[src/hdl/hcs_pkg.sv]
// ----------------------------------------------------------------------------
// Hermite curve sampler package
// Shared constants and the sequencer state type of the curve sampler.
// ----------------------------------------------------------------------------
package hcs_pkg;

   localparam int COORD_BITS_DEF = 16;
   localparam int MAX_STEPS_DEF  = 63;
   localparam int CFG_BITS       = 6;

   localparam logic [CFG_BITS-1:0] SPS_RESET = CFG_BITS'(16);

   typedef enum logic [2:0] {
      ST_IDLE,
      ST_SETUP,
      ST_WGT,
      ST_MAC,
      ST_PREP,
      ST_DIV,
      ST_FIN,
      ST_EMIT
   } hcs_state_type;

endpackage

[src/hdl/hcs_point_if.sv]
// ----------------------------------------------------------------------------
// Control point channel
// Valid/ready channel that carries one control point and its restart flag.
// ----------------------------------------------------------------------------
interface hcs_point_if import hcs_pkg::*; #(
   parameter int COORD_BITS = COORD_BITS_DEF
) ();

   logic                         valid;
   logic                         ready;
   logic signed [COORD_BITS-1:0] point_x;
   logic signed [COORD_BITS-1:0] point_y;
   logic signed [COORD_BITS-1:0] point_z;
   logic                         start_curve;

   modport source (
      output valid, point_x, point_y, point_z, start_curve,
      input  ready
   );

   modport sink (
      input  valid, point_x, point_y, point_z, start_curve,
      output ready
   );

endinterface

[src/hdl/hcs_sample_if.sv]
// ----------------------------------------------------------------------------
// Curve sample channel
// Valid/ready channel that carries one sampled curve point.
// ----------------------------------------------------------------------------
interface hcs_sample_if import hcs_pkg::*; #(
   parameter int COORD_BITS = COORD_BITS_DEF
) ();

   logic                         valid;
   logic                         ready;
   logic signed [COORD_BITS-1:0] curve_x;
   logic signed [COORD_BITS-1:0] curve_y;
   logic signed [COORD_BITS-1:0] curve_z;
   logic                         segment_end;

   modport source (
      output valid, curve_x, curve_y, curve_z, segment_end,
      input  ready
   );

   modport sink (
      input  valid, curve_x, curve_y, curve_z, segment_end,
      output ready
   );

endinterface

[src/hdl/hermite_curve_sampler_top.sv]
// ----------------------------------------------------------------------------
// Hermite curve sampler
// Collects chained control points and emits N+1 cubic Hermite samples per
// completed segment, using one shared multiplier and a restoring divider.
// ----------------------------------------------------------------------------
//  channel   direction  contents
//  req_ch    in         point_x/y/z (signed Q8.8), start_curve
//  rsp_ch    out        curve_x/y/z (signed Q8.8, saturated), segment_end
//  csr_*     in         samples_per_segment (6 bits), write only
//
// A point that does not complete a segment is only stored. A completing point
// starts the setup steps that form N^2 and N^3; each sample then takes 5 weight
// steps, per coordinate 5 multiply-accumulate steps on the shared multiplier and
// COORD_BITS+2 steps of the divider by 2*N^3, and one emit step. Reset is
// synchronous; the point store is not cleared. A stalled sample holds the
// sequencer in its emit step; the last sample of a segment frees req_ch.
// ----------------------------------------------------------------------------
module hermite_curve_sampler_top import hcs_pkg::*; #(
   parameter int COORD_BITS = COORD_BITS_DEF,
   parameter int MAX_STEPS  = MAX_STEPS_DEF
) (
   input  logic                clock,
   input  logic                reset,
   input  logic                csr_wr_en,
   input  logic [CFG_BITS-1:0] csr_wr_data,
   hcs_point_if.sink           req_ch,
   hcs_sample_if.source        rsp_ch
);

   localparam int CB    = COORD_BITS;
   localparam int SB    = $clog2(MAX_STEPS + 1);
   localparam int DB    = 3 * SB;
   localparam int WB    = DB + 3;
   localparam int AW    = (CB + 1 > 2 * SB + 1) ? CB + 1 : 2 * SB + 1;
   localparam int PW    = AW + WB;
   localparam int ACC_W = PW + 2;
   localparam int NW    = ACC_W + 2;
   localparam int CNTW  = $clog2(CB);

   localparam logic [CB-1:0] Q_HI  = {1'b0, {(CB-1){1'b1}}};
   localparam logic [CB-1:0] Q_MID = {1'b1, {(CB-1){1'b0}}};

   hcs_state_type state_ff, state_in;

   logic [CFG_BITS-1:0] cfg_ff, cfg_in;
   logic                have_anchor_ff, have_anchor_in;
   logic [1:0]          held_ff, held_in;

   logic signed [CB-1:0] p0_ff [3], p0_in [3];
   logic signed [CB-1:0] h0_ff [3], h0_in [3];
   logic signed [CB-1:0] h1_ff [3], h1_in [3];
   logic signed [CB-1:0] p1_ff [3], p1_in [3];
   logic signed [CB-1:0] pt [3];

   logic [SB-1:0]   n_ff, n_in, k_ff, k_in, n_clamp;
   logic [2*SB-1:0] n2_ff, n2_in, k2_ff, k2_in;
   logic [DB-1:0]   d_ff, d_in, k3_ff, k3_in, k2n_ff, k2n_in, kn2_ff, kn2_in;
   logic signed [WB-1:0] w_ff [4], w_in [4];
   logic signed [WB-1:0] e3, e2n, en2, ed;

   logic [2:0] step_ff, step_in;
   logic [1:0] crd_ff, crd_in;

   logic signed [AW-1:0]    mul_a;
   logic signed [WB-1:0]    mul_b;
   logic signed [PW-1:0]    mul_p;
   logic signed [PW-1:0]    prod_ff, prod_in;
   logic signed [ACC_W-1:0] acc_ff, acc_in;
   logic signed [CB:0]      term;

   logic [ACC_W-1:0] mag;
   logic [NW-1:0]    num, den2;
   logic [NW-1:0]    rem_ff, rem_in, dsh_ff, dsh_in;
   logic [CB-1:0]    quo_ff, quo_in, sat_val;
   logic [CNTW-1:0]  bit_ff, bit_in;
   logic             neg_ff, neg_in, ovf_ff, ovf_in, ge;

   logic signed [CB-1:0] samp_ff [3], samp_in [3];

   logic                 rsp_valid_ff, rsp_valid_in;
   logic signed [CB-1:0] rsp_x_ff, rsp_x_in, rsp_y_ff, rsp_y_in, rsp_z_ff, rsp_z_in;
   logic                 rsp_end_ff, rsp_end_in;

   logic req_xfer;

   assign req_ch.ready       = (state_ff == ST_IDLE);
   assign req_xfer           = req_ch.valid && req_ch.ready;
   assign rsp_ch.valid       = rsp_valid_ff;
   assign rsp_ch.curve_x     = rsp_x_ff;
   assign rsp_ch.curve_y     = rsp_y_ff;
   assign rsp_ch.curve_z     = rsp_z_ff;
   assign rsp_ch.segment_end = rsp_end_ff;

   assign pt[0] = req_ch.point_x;
   assign pt[1] = req_ch.point_y;
   assign pt[2] = req_ch.point_z;

   // N of zero behaves as one; values above the supported maximum are capped.
   always_comb begin
      if (cfg_ff == '0) begin
         n_clamp = SB'(1);
      end else if (int'(cfg_ff) > MAX_STEPS) begin
         n_clamp = SB'(MAX_STEPS);
      end else begin
         n_clamp = SB'(cfg_ff);
      end
   end

   // Operand selection for the shared multiplier.
   always_comb begin
      case (step_ff[1:0])
         2'd0:    term = (CB+1)'(p0_ff[crd_ff]);
         2'd1:    term = (CB+1)'(p1_ff[crd_ff]);
         2'd2:    term = (CB+1)'(h0_ff[crd_ff]) - (CB+1)'(p0_ff[crd_ff]);
         default: term = (CB+1)'(h1_ff[crd_ff]) - (CB+1)'(p1_ff[crd_ff]);
      endcase
   end

   always_comb begin
      mul_a = AW'(term);
      mul_b = w_ff[step_ff[1:0]];
      case (state_ff)
         ST_SETUP: begin
            if (step_ff == 3'd0) begin
               mul_a = AW'(n_ff);
            end else begin
               mul_a = AW'(n2_ff);
            end
            mul_b = WB'(n_ff);
         end
         ST_WGT: begin
            case (step_ff)
               3'd0: begin
                  mul_a = AW'(k_ff);
                  mul_b = WB'(k_ff);
               end
               3'd1: begin
                  mul_a = AW'(k2_ff);
                  mul_b = WB'(k_ff);
               end
               3'd2: begin
                  mul_a = AW'(k2_ff);
                  mul_b = WB'(n_ff);
               end
               default: begin
                  mul_a = AW'(n2_ff);
                  mul_b = WB'(k_ff);
               end
            endcase
         end
         default: begin
            mul_a = AW'(term);
            mul_b = w_ff[step_ff[1:0]];
         end
      endcase
   end

   assign mul_p = mul_a * mul_b;

   assign e3  = WB'(k3_ff);
   assign e2n = WB'(k2n_ff);
   assign en2 = WB'(kn2_ff);
   assign ed  = WB'(d_ff);

   // Rounded magnitude numerator (2|s| + D) against the doubled divisor 2D.
   assign mag  = acc_ff[ACC_W-1] ? ACC_W'(-acc_ff) : ACC_W'(acc_ff);
   assign den2 = NW'({d_ff, 1'b0});
   assign num  = (NW'(mag) << 1) + NW'(d_ff);
   assign ge   = (rem_ff >= dsh_ff);

   always_comb begin
      if (!neg_ff) begin
         sat_val = (ovf_ff || quo_ff > Q_HI) ? Q_HI : quo_ff;
      end else begin
         sat_val = (ovf_ff || quo_ff > Q_MID) ? Q_MID : CB'(-quo_ff);
      end
   end

   always_comb begin
      state_in       = state_ff;
      cfg_in         = csr_wr_en ? csr_wr_data : cfg_ff;
      have_anchor_in = have_anchor_ff;
      held_in        = held_ff;
      p0_in          = p0_ff;
      h0_in          = h0_ff;
      h1_in          = h1_ff;
      p1_in          = p1_ff;
      n_in           = n_ff;
      n2_in          = n2_ff;
      d_in           = d_ff;
      k_in           = k_ff;
      k2_in          = k2_ff;
      k3_in          = k3_ff;
      k2n_in         = k2n_ff;
      kn2_in         = kn2_ff;
      w_in           = w_ff;
      step_in        = step_ff;
      crd_in         = crd_ff;
      prod_in        = prod_ff;
      acc_in         = acc_ff;
      rem_in         = rem_ff;
      dsh_in         = dsh_ff;
      quo_in         = quo_ff;
      bit_in         = bit_ff;
      neg_in         = neg_ff;
      ovf_in         = ovf_ff;
      samp_in        = samp_ff;
      rsp_valid_in   = rsp_valid_ff && !rsp_ch.ready;
      rsp_x_in       = rsp_x_ff;
      rsp_y_in       = rsp_y_ff;
      rsp_z_in       = rsp_z_ff;
      rsp_end_in     = rsp_end_ff;

      case (state_ff)
         ST_IDLE: begin
            if (req_xfer) begin
               if (req_ch.start_curve || !have_anchor_ff) begin
                  p0_in          = pt;
                  have_anchor_in = 1'b1;
                  held_in        = 2'd0;
               end else begin
                  case (held_ff)
                     2'd0: begin
                        h0_in   = pt;
                        held_in = 2'd1;
                     end
                     2'd1: begin
                        h1_in   = pt;
                        held_in = 2'd2;
                     end
                     default: begin
                        p1_in    = pt;
                        held_in  = 2'd0;
                        n_in     = n_clamp;
                        step_in  = 3'd0;
                        state_in = ST_SETUP;
                     end
                  endcase
               end
            end
         end
         ST_SETUP: begin
            if (step_ff == 3'd0) begin
               n2_in   = mul_p[2*SB-1:0];
               step_in = 3'd1;
            end else begin
               d_in     = mul_p[DB-1:0];
               k_in     = '0;
               step_in  = 3'd0;
               state_in = ST_WGT;
            end
         end
         ST_WGT: begin
            step_in = step_ff + 3'd1;
            case (step_ff)
               3'd0: k2_in  = mul_p[2*SB-1:0];
               3'd1: k3_in  = mul_p[DB-1:0];
               3'd2: k2n_in = mul_p[DB-1:0];
               3'd3: kn2_in = mul_p[DB-1:0];
               default: begin
                  // Basis weights scaled by N^3, in the order P0, P1, T0, T1.
                  w_in[0]  = ed + e3 + e3 - e2n - e2n - e2n;
                  w_in[1]  = e2n + e2n + e2n - e3 - e3;
                  w_in[2]  = e3 - e2n - e2n + en2;
                  w_in[3]  = e3 - e2n;
                  step_in  = 3'd0;
                  crd_in   = 2'd0;
                  state_in = ST_MAC;
               end
            endcase
         end
         ST_MAC: begin
            // The product lands in a register and is added in the following step.
            prod_in = mul_p;
            step_in = step_ff + 3'd1;
            if (step_ff == 3'd0) begin
               acc_in = '0;
            end else begin
               acc_in = acc_ff + ACC_W'(prod_ff);
            end
            if (step_ff == 3'd4) begin
               step_in  = 3'd0;
               state_in = ST_PREP;
            end
         end
         ST_PREP: begin
            rem_in   = num;
            ovf_in   = (num >= (den2 << CB));
            dsh_in   = den2 << (CB - 1);
            neg_in   = acc_ff[ACC_W-1];
            quo_in   = '0;
            bit_in   = CNTW'(CB - 1);
            state_in = ST_DIV;
         end
         ST_DIV: begin
            rem_in = ge ? rem_ff - dsh_ff : rem_ff;
            quo_in = {quo_ff[CB-2:0], ge};
            dsh_in = dsh_ff >> 1;
            if (bit_ff == '0) begin
               state_in = ST_FIN;
            end else begin
               bit_in = bit_ff - CNTW'(1);
            end
         end
         ST_FIN: begin
            samp_in[crd_ff] = $signed(sat_val);
            if (crd_ff == 2'd2) begin
               state_in = ST_EMIT;
            end else begin
               crd_in   = crd_ff + 2'd1;
               step_in  = 3'd0;
               state_in = ST_MAC;
            end
         end
         ST_EMIT: begin
            if (!rsp_valid_ff || rsp_ch.ready) begin
               rsp_valid_in = 1'b1;
               rsp_x_in     = samp_ff[0];
               rsp_y_in     = samp_ff[1];
               rsp_z_in     = samp_ff[2];
               rsp_end_in   = (k_ff == n_ff);
               if (k_ff == n_ff) begin
                  // The closing endpoint anchors the next segment of the chain.
                  p0_in    = p1_ff;
                  state_in = ST_IDLE;
               end else begin
                  k_in     = k_ff + SB'(1);
                  step_in  = 3'd0;
                  state_in = ST_WGT;
               end
            end
         end
         default: begin
            state_in = ST_IDLE;
         end
      endcase
   end

   always_ff @(posedge clock) begin
      if (reset) begin
         state_ff <= ST_IDLE;
      end else begin
         state_ff <= state_in;
      end
   end

   always_ff @(posedge clock) begin
      if (reset) begin
         cfg_ff         <= SPS_RESET;
         have_anchor_ff <= 1'b0;
         held_ff        <= 2'd0;
         rsp_valid_ff   <= 1'b0;
         step_ff        <= 3'd0;
         crd_ff         <= 2'd0;
         k_ff           <= '0;
         bit_ff         <= '0;
      end else begin
         cfg_ff         <= cfg_in;
         have_anchor_ff <= have_anchor_in;
         held_ff        <= held_in;
         rsp_valid_ff   <= rsp_valid_in;
         step_ff        <= step_in;
         crd_ff         <= crd_in;
         k_ff           <= k_in;
         bit_ff         <= bit_in;
      end
   end

   always_ff @(posedge clock) begin
      p0_ff    <= p0_in;
      h0_ff    <= h0_in;
      h1_ff    <= h1_in;
      p1_ff    <= p1_in;
      n_ff     <= n_in;
      n2_ff    <= n2_in;
      d_ff     <= d_in;
      k2_ff    <= k2_in;
      k3_ff    <= k3_in;
      k2n_ff   <= k2n_in;
      kn2_ff   <= kn2_in;
      w_ff     <= w_in;
      prod_ff  <= prod_in;
      acc_ff   <= acc_in;
      rem_ff   <= rem_in;
      dsh_ff   <= dsh_in;
      quo_ff   <= quo_in;
      neg_ff   <= neg_in;
      ovf_ff   <= ovf_in;
      samp_ff  <= samp_in;
      rsp_x_ff <= rsp_x_in;
      rsp_y_ff <= rsp_y_in;
      rsp_z_ff <= rsp_z_in;
      rsp_end_ff <= rsp_end_in;
   end

endmodule
[src/flat_wrapper.sv]
// flat-port wrapper written by rule: the top's interface ports become plain ports
module hermite_curve_sampler_top_flat import hcs_pkg::*;
#(
   parameter int COORD_BITS = COORD_BITS_DEF,
   parameter int MAX_STEPS  = MAX_STEPS_DEF
)
  (clock, reset, csr_wr_en, csr_wr_data, req_ch_valid, req_ch_point_x, req_ch_point_y, req_ch_point_z, req_ch_start_curve, req_ch_ready, rsp_ch_valid, rsp_ch_curve_x, rsp_ch_curve_y, rsp_ch_curve_z, rsp_ch_segment_end, rsp_ch_ready);
  hcs_point_if #(.COORD_BITS(COORD_BITS)) req_ch_i ();
  hcs_sample_if #(.COORD_BITS(COORD_BITS)) rsp_ch_i ();
  input  logic clock;
  input  logic reset;
  input  logic csr_wr_en;
  input  logic [CFG_BITS-1:0] csr_wr_data;
  input wire logic [$bits(req_ch_i.valid)-1:0] req_ch_valid;
  input wire logic [$bits(req_ch_i.point_x)-1:0] req_ch_point_x;
  input wire logic [$bits(req_ch_i.point_y)-1:0] req_ch_point_y;
  input wire logic [$bits(req_ch_i.point_z)-1:0] req_ch_point_z;
  input wire logic [$bits(req_ch_i.start_curve)-1:0] req_ch_start_curve;
  output wire logic [$bits(req_ch_i.ready)-1:0] req_ch_ready;
  output wire logic [$bits(rsp_ch_i.valid)-1:0] rsp_ch_valid;
  output wire logic [$bits(rsp_ch_i.curve_x)-1:0] rsp_ch_curve_x;
  output wire logic [$bits(rsp_ch_i.curve_y)-1:0] rsp_ch_curve_y;
  output wire logic [$bits(rsp_ch_i.curve_z)-1:0] rsp_ch_curve_z;
  output wire logic [$bits(rsp_ch_i.segment_end)-1:0] rsp_ch_segment_end;
  input wire logic [$bits(rsp_ch_i.ready)-1:0] rsp_ch_ready;
  assign req_ch_i.valid = req_ch_valid;
  assign req_ch_i.point_x = req_ch_point_x;
  assign req_ch_i.point_y = req_ch_point_y;
  assign req_ch_i.point_z = req_ch_point_z;
  assign req_ch_i.start_curve = req_ch_start_curve;
  assign req_ch_ready = req_ch_i.ready;
  assign rsp_ch_valid = rsp_ch_i.valid;
  assign rsp_ch_curve_x = rsp_ch_i.curve_x;
  assign rsp_ch_curve_y = rsp_ch_i.curve_y;
  assign rsp_ch_curve_z = rsp_ch_i.curve_z;
  assign rsp_ch_segment_end = rsp_ch_i.segment_end;
  assign rsp_ch_i.ready = rsp_ch_ready;
  hermite_curve_sampler_top #(.COORD_BITS(COORD_BITS), .MAX_STEPS(MAX_STEPS)) u_core (.clock(clock), .reset(reset), .csr_wr_en(csr_wr_en), .csr_wr_data(csr_wr_data), .req_ch(req_ch_i), .rsp_ch(rsp_ch_i));
endmodule
[config.mk]
export PLATFORM = sky130hd
export DESIGN_NAME = hermite_curve_sampler_top_flat
export DESIGN_NICKNAME = d
export VERILOG_FILES = /design/src/hdl/hcs_pkg.sv /design/src/hdl/hcs_point_if.sv /design/src/hdl/hcs_sample_if.sv /design/src/hdl/hermite_curve_sampler_top.sv /design/src/flat_wrapper.sv
export SDC_FILE = /design/constraint.sdc
export NUM_CORES = 2
export LEC_CHECK = 0
export BUFFER_PORTS_ARGS = -buffer_cell sky130_fd_sc_hd__clkbuf_2
export CAP_MARGIN = 20
export CORE_UTILIZATION = 35
export DETAILED_ROUTE_END_ITERATION = 6
export GPL_ROUTABILITY_DRIVEN = 0
export SYNTH_ARGS = -nofsm -noshare
export SYNTH_HDL_FRONTEND = slang
export SYNTH_SLANG_ARGS = --single-unit
[constraint.sdc]
create_clock -name clock -period 32.4 [get_ports clock]
set_input_delay 4.86 -clock clock [delete_from_list [all_inputs] [get_ports clock]]
set_output_delay 4.86 -clock clock [all_outputs]
set_load 0.02 [all_outputs]
==> impl_results.md <==
- Crit Path Class: flip-flop to flip-flop
- DP Wirelength: roughly 100 mm
- Cell mode on critical path: fa_1
- I/O Buffers: between 100 and 150
- Crit path max-delay family: adder cells
- Least-Margin Pin Slew: 1.11 ns
- Core ar.: about 150000 um2
- Crit start category: flip-flop
- Mapped Cells: 4944
- Antenna-violating nets left: 0
- Register area share after synthesis: 0.380
- Critical path depth: 34
- Reg2Reg Launch Point: u_core.crd_ff[1]
- WP data required: between 30 and 40 ns
- TritonCTS sink count: roughly 670
- Max incr delay on CP: 0.84 ns
- Hold Buf Count CTS: 0
- DR DRC count: 0
- Synthesized cell area: approximately 52000 um2
- Tmin final: 11.34 ns
- Layout area overhead: 10.3%
- Via count: 36684
- Final Setup Violations: 0
- Fillers: around 14000
- Distinct cells, synth: 97
- Setup TNS: 0 ns
- Status: finished, final reports clean
- Worst R2R Path Depth: 34
- # rows: between 100 and 150
- Io pins: 111
- Total global routing track utilization: 0.179
- Final wirelength: 136 mm
- Yosys reg bits: 673
- CTS clk-pin slew, worst paths: 0.06 ns
- Number of synthesized flops with an enable pin: 645
- Pin count of the biggest net entering global routing: 79
- Ys async rst share: 0
- Fin crit share: 0.350
- Critical path's slowest cell: a2111oi_0
- Iter 0 DRT Violations: 2904
- Buf/Inv on CP: 5
- Ys Warns: 0
- Initial antenna violation count: 6
- Pins over their slew limit: 0
- CP endpoint kind: flip-flop
- Clk_lat worst skew: 0.67 ns
- Hold Path Class: flip-flop to flip-flop
- Most common cell after layout, fill and taps aside: edfxtp_1
- Ratio of cells with drive above 1 in the final layout: 0.0843
- CTS root buf: clkbuf_16
- Critical path peak fanout: 63
- Hold path cells: 0
- Final Skew: 0.0279 ns
- Die Span X: 389 um
- Worst-case clock buffer depth: 3
- Wire per inst: 19.4 um
- DIE AREA: 151000 um2
- Critical Path Start: u_core.crd_ff[1]
- Fmax: between 0.08 and 0.09 GHz
- RSZ-0062 raised after global routing: no
- First-pass GRT wire length: 212 mm
- Syn_nets: 5781
- TritonCTS Buffers: 75
- Final net count: approximately 6000
- Via/cell ratio: 5.22
- GR Overflow Total: 0
- Hold path start: u_core.samp_ff[6]
- Critical path arrival: around 12 ns
- Post_cts resized: 0
- CTS tree: yes
- H-Tree Depth: 3
- Commonest cells after routing, fill and taps aside: edfxtp_1, inv_1, nor2_1, fa_1, nand2_1
- Die H: 389 um
- N_diodes: 0
- Pre-antenna DRT Iters: 6
- Top FF cell, synth: edfxtp_1
- Max Cap Violations: 0
- Starting Density: 0.354
- Normalized max-slew margin: 0.258
- Number of global-route vias before repair: 36584
- Final Hold Viols: 0
- Mapped Avg Cell Area: 10.6 um2
- Setup Fix Bufs, Post-CTS: 0
-- cells in the mapped netlist (all sizes together) (12+ instances only) --
| cell type | n | area (um2) |
|---|---|---|
| o21a | 41 | 308 |
| nor2 | 470 | 1760 |
| nand3 | 66 | 330 |
| dfxtp | 28 | 561 |
| nand3b | 14 | 105 |
| mux4 | 21 | 473 |
| edfxtp | 645 | 19400 |
| a211oi | 45 | 338 |
| ha | 343 | 4290 |
| or2 | 23 | 146 |
| o22a | 15 | 133 |
| clkbuf | 126 | 473 |
| a22oi | 16 | 120 |
| nand2b | 56 | 358 |
| and3 | 42 | 264 |
| nor3 | 95 | 490 |
| mux2 | 58 | 653 |
| xor2 | 86 | 753 |
| a21boi | 13 | 97.6 |
| o21bai | 34 | 255 |
| or3 | 45 | 282 |
| and2 | 52 | 325 |
| nor4 | 12 | 81.3 |
| nand2 | 389 | 1460 |
| buf | 20 | 105 |
| o211ai | 19 | 143 |
| a211o | 12 | 105 |
| o22ai | 18 | 113 |
| o31ai | 35 | 263 |
| xnor2 | 191 | 1670 |
| nor2b | 40 | 250 |
| a31oi | 26 | 163 |
| o41ai | 16 | 155 |
| a21oi | 257 | 1290 |
| mux2i | 79 | 791 |
| a21o | 75 | 563 |
| o21ai | 197 | 986 |
| nand4 | 20 | 125 |
| fa | 434 | 8690 |
| inv | 641 | 2410 |
-- final cells by class --
class / count / area [um2] / share of cell area
Multi-Input combinational cell: 3481 / 29700 / 0.513
Timing Repair Buffer: 167 / 998 / 0.0173
Tap cell: 1930 / 2410 / 0.0418
Clock inverter: 46 / 402 / 0.00695
Sequential cell: 673 / 19900 / 0.345
Inverter: 643 / 2410 / 0.0417
Clock buffer: 90 / 1990 / 0.0343
-- final timing paths --
| path | to | slack, ns |
|---|---|---|
| min | u_core.rsp_ch.curve_z[6] | 0.41 |
| max reg2reg | u_core.prod_ff[34] | 21.06 |
| min reg2reg | u_core.rsp_ch.curve_z[6] | 0.41 |
| max | u_core.prod_ff[34] | 21.06 |
-- layer usage --
metal,wire [um],share of wire,track usage
met2,61500,0.45,0.285
met1,62400,0.46,0.249
met5,13,0.000095,0
met3,8770,0.064,0.0338
met4,3550,0.026,0.0505
-- kinds of logic (layout without fill, tap and decap cells) --
logic type / Yosys count / count (layout) / share of synthesized area
AOI/OAI and AO/OA: 908 / 908 / 0.111
xor gates and xnor gates: 277 / 277 / 0.0463
adders and majority gates: 777 / 777 / 0.248
buffers and inverters: 790 / 946 / 0.0572
DFF: 673 / 673 / 0.380
muxes: 158 / 158 / 0.0366
and+or+nand+nor: 1361 / 1361 / 0.121
-- flip-flops by register name, summed over array words and instances (netlist names), 4 cells and up --
name and cells:
u_core.acc_ff 40, u_core.rsp_ch.curve_x 16, u_core.h0_ff 48, u_core.p0_ff 48, u_core.dsh_ff 34, u_core.h1_ff 48
u_core.k2_ff 12, u_core.rsp_ch.curve_y 16, u_core.k_ff 6, u_core.w_ff 82, u_core.p1_ff 48, u_core.k2n_ff 18
u_core.rem_ff 42, u_core.d_ff 18, u_core.samp_ff 48, u_core.prod_ff 38, u_core.rsp_ch.curve_z 16, u_core.n_ff 6
u_core.bit_ff 4, u_core.kn2_ff 18, u_core.n2_ff 12, u_core.quo_ff 16, u_core.cfg_ff 6, u_core.k3_ff 18
-- stage by stage --
stage                     utilization  instances  area (um2)  hold WS (ns)  setup slack, ns
after floorplan                     -       4944       52400         0.400            22.10
after global routing            0.390       7030       57800         0.413            20.28
after global placement          0.374       6892       55400         0.401            21.28
after CTS                       0.390       7028       57800         0.406            21.10
final                           0.390       7030       57800         0.406            21.06
after detailed placement        0.374       6892       55400         0.405            21.14
Power is left out: the tool's default activity adds up to more than one toggle a clock period on the data nets, which glitch-free logic cannot reach.
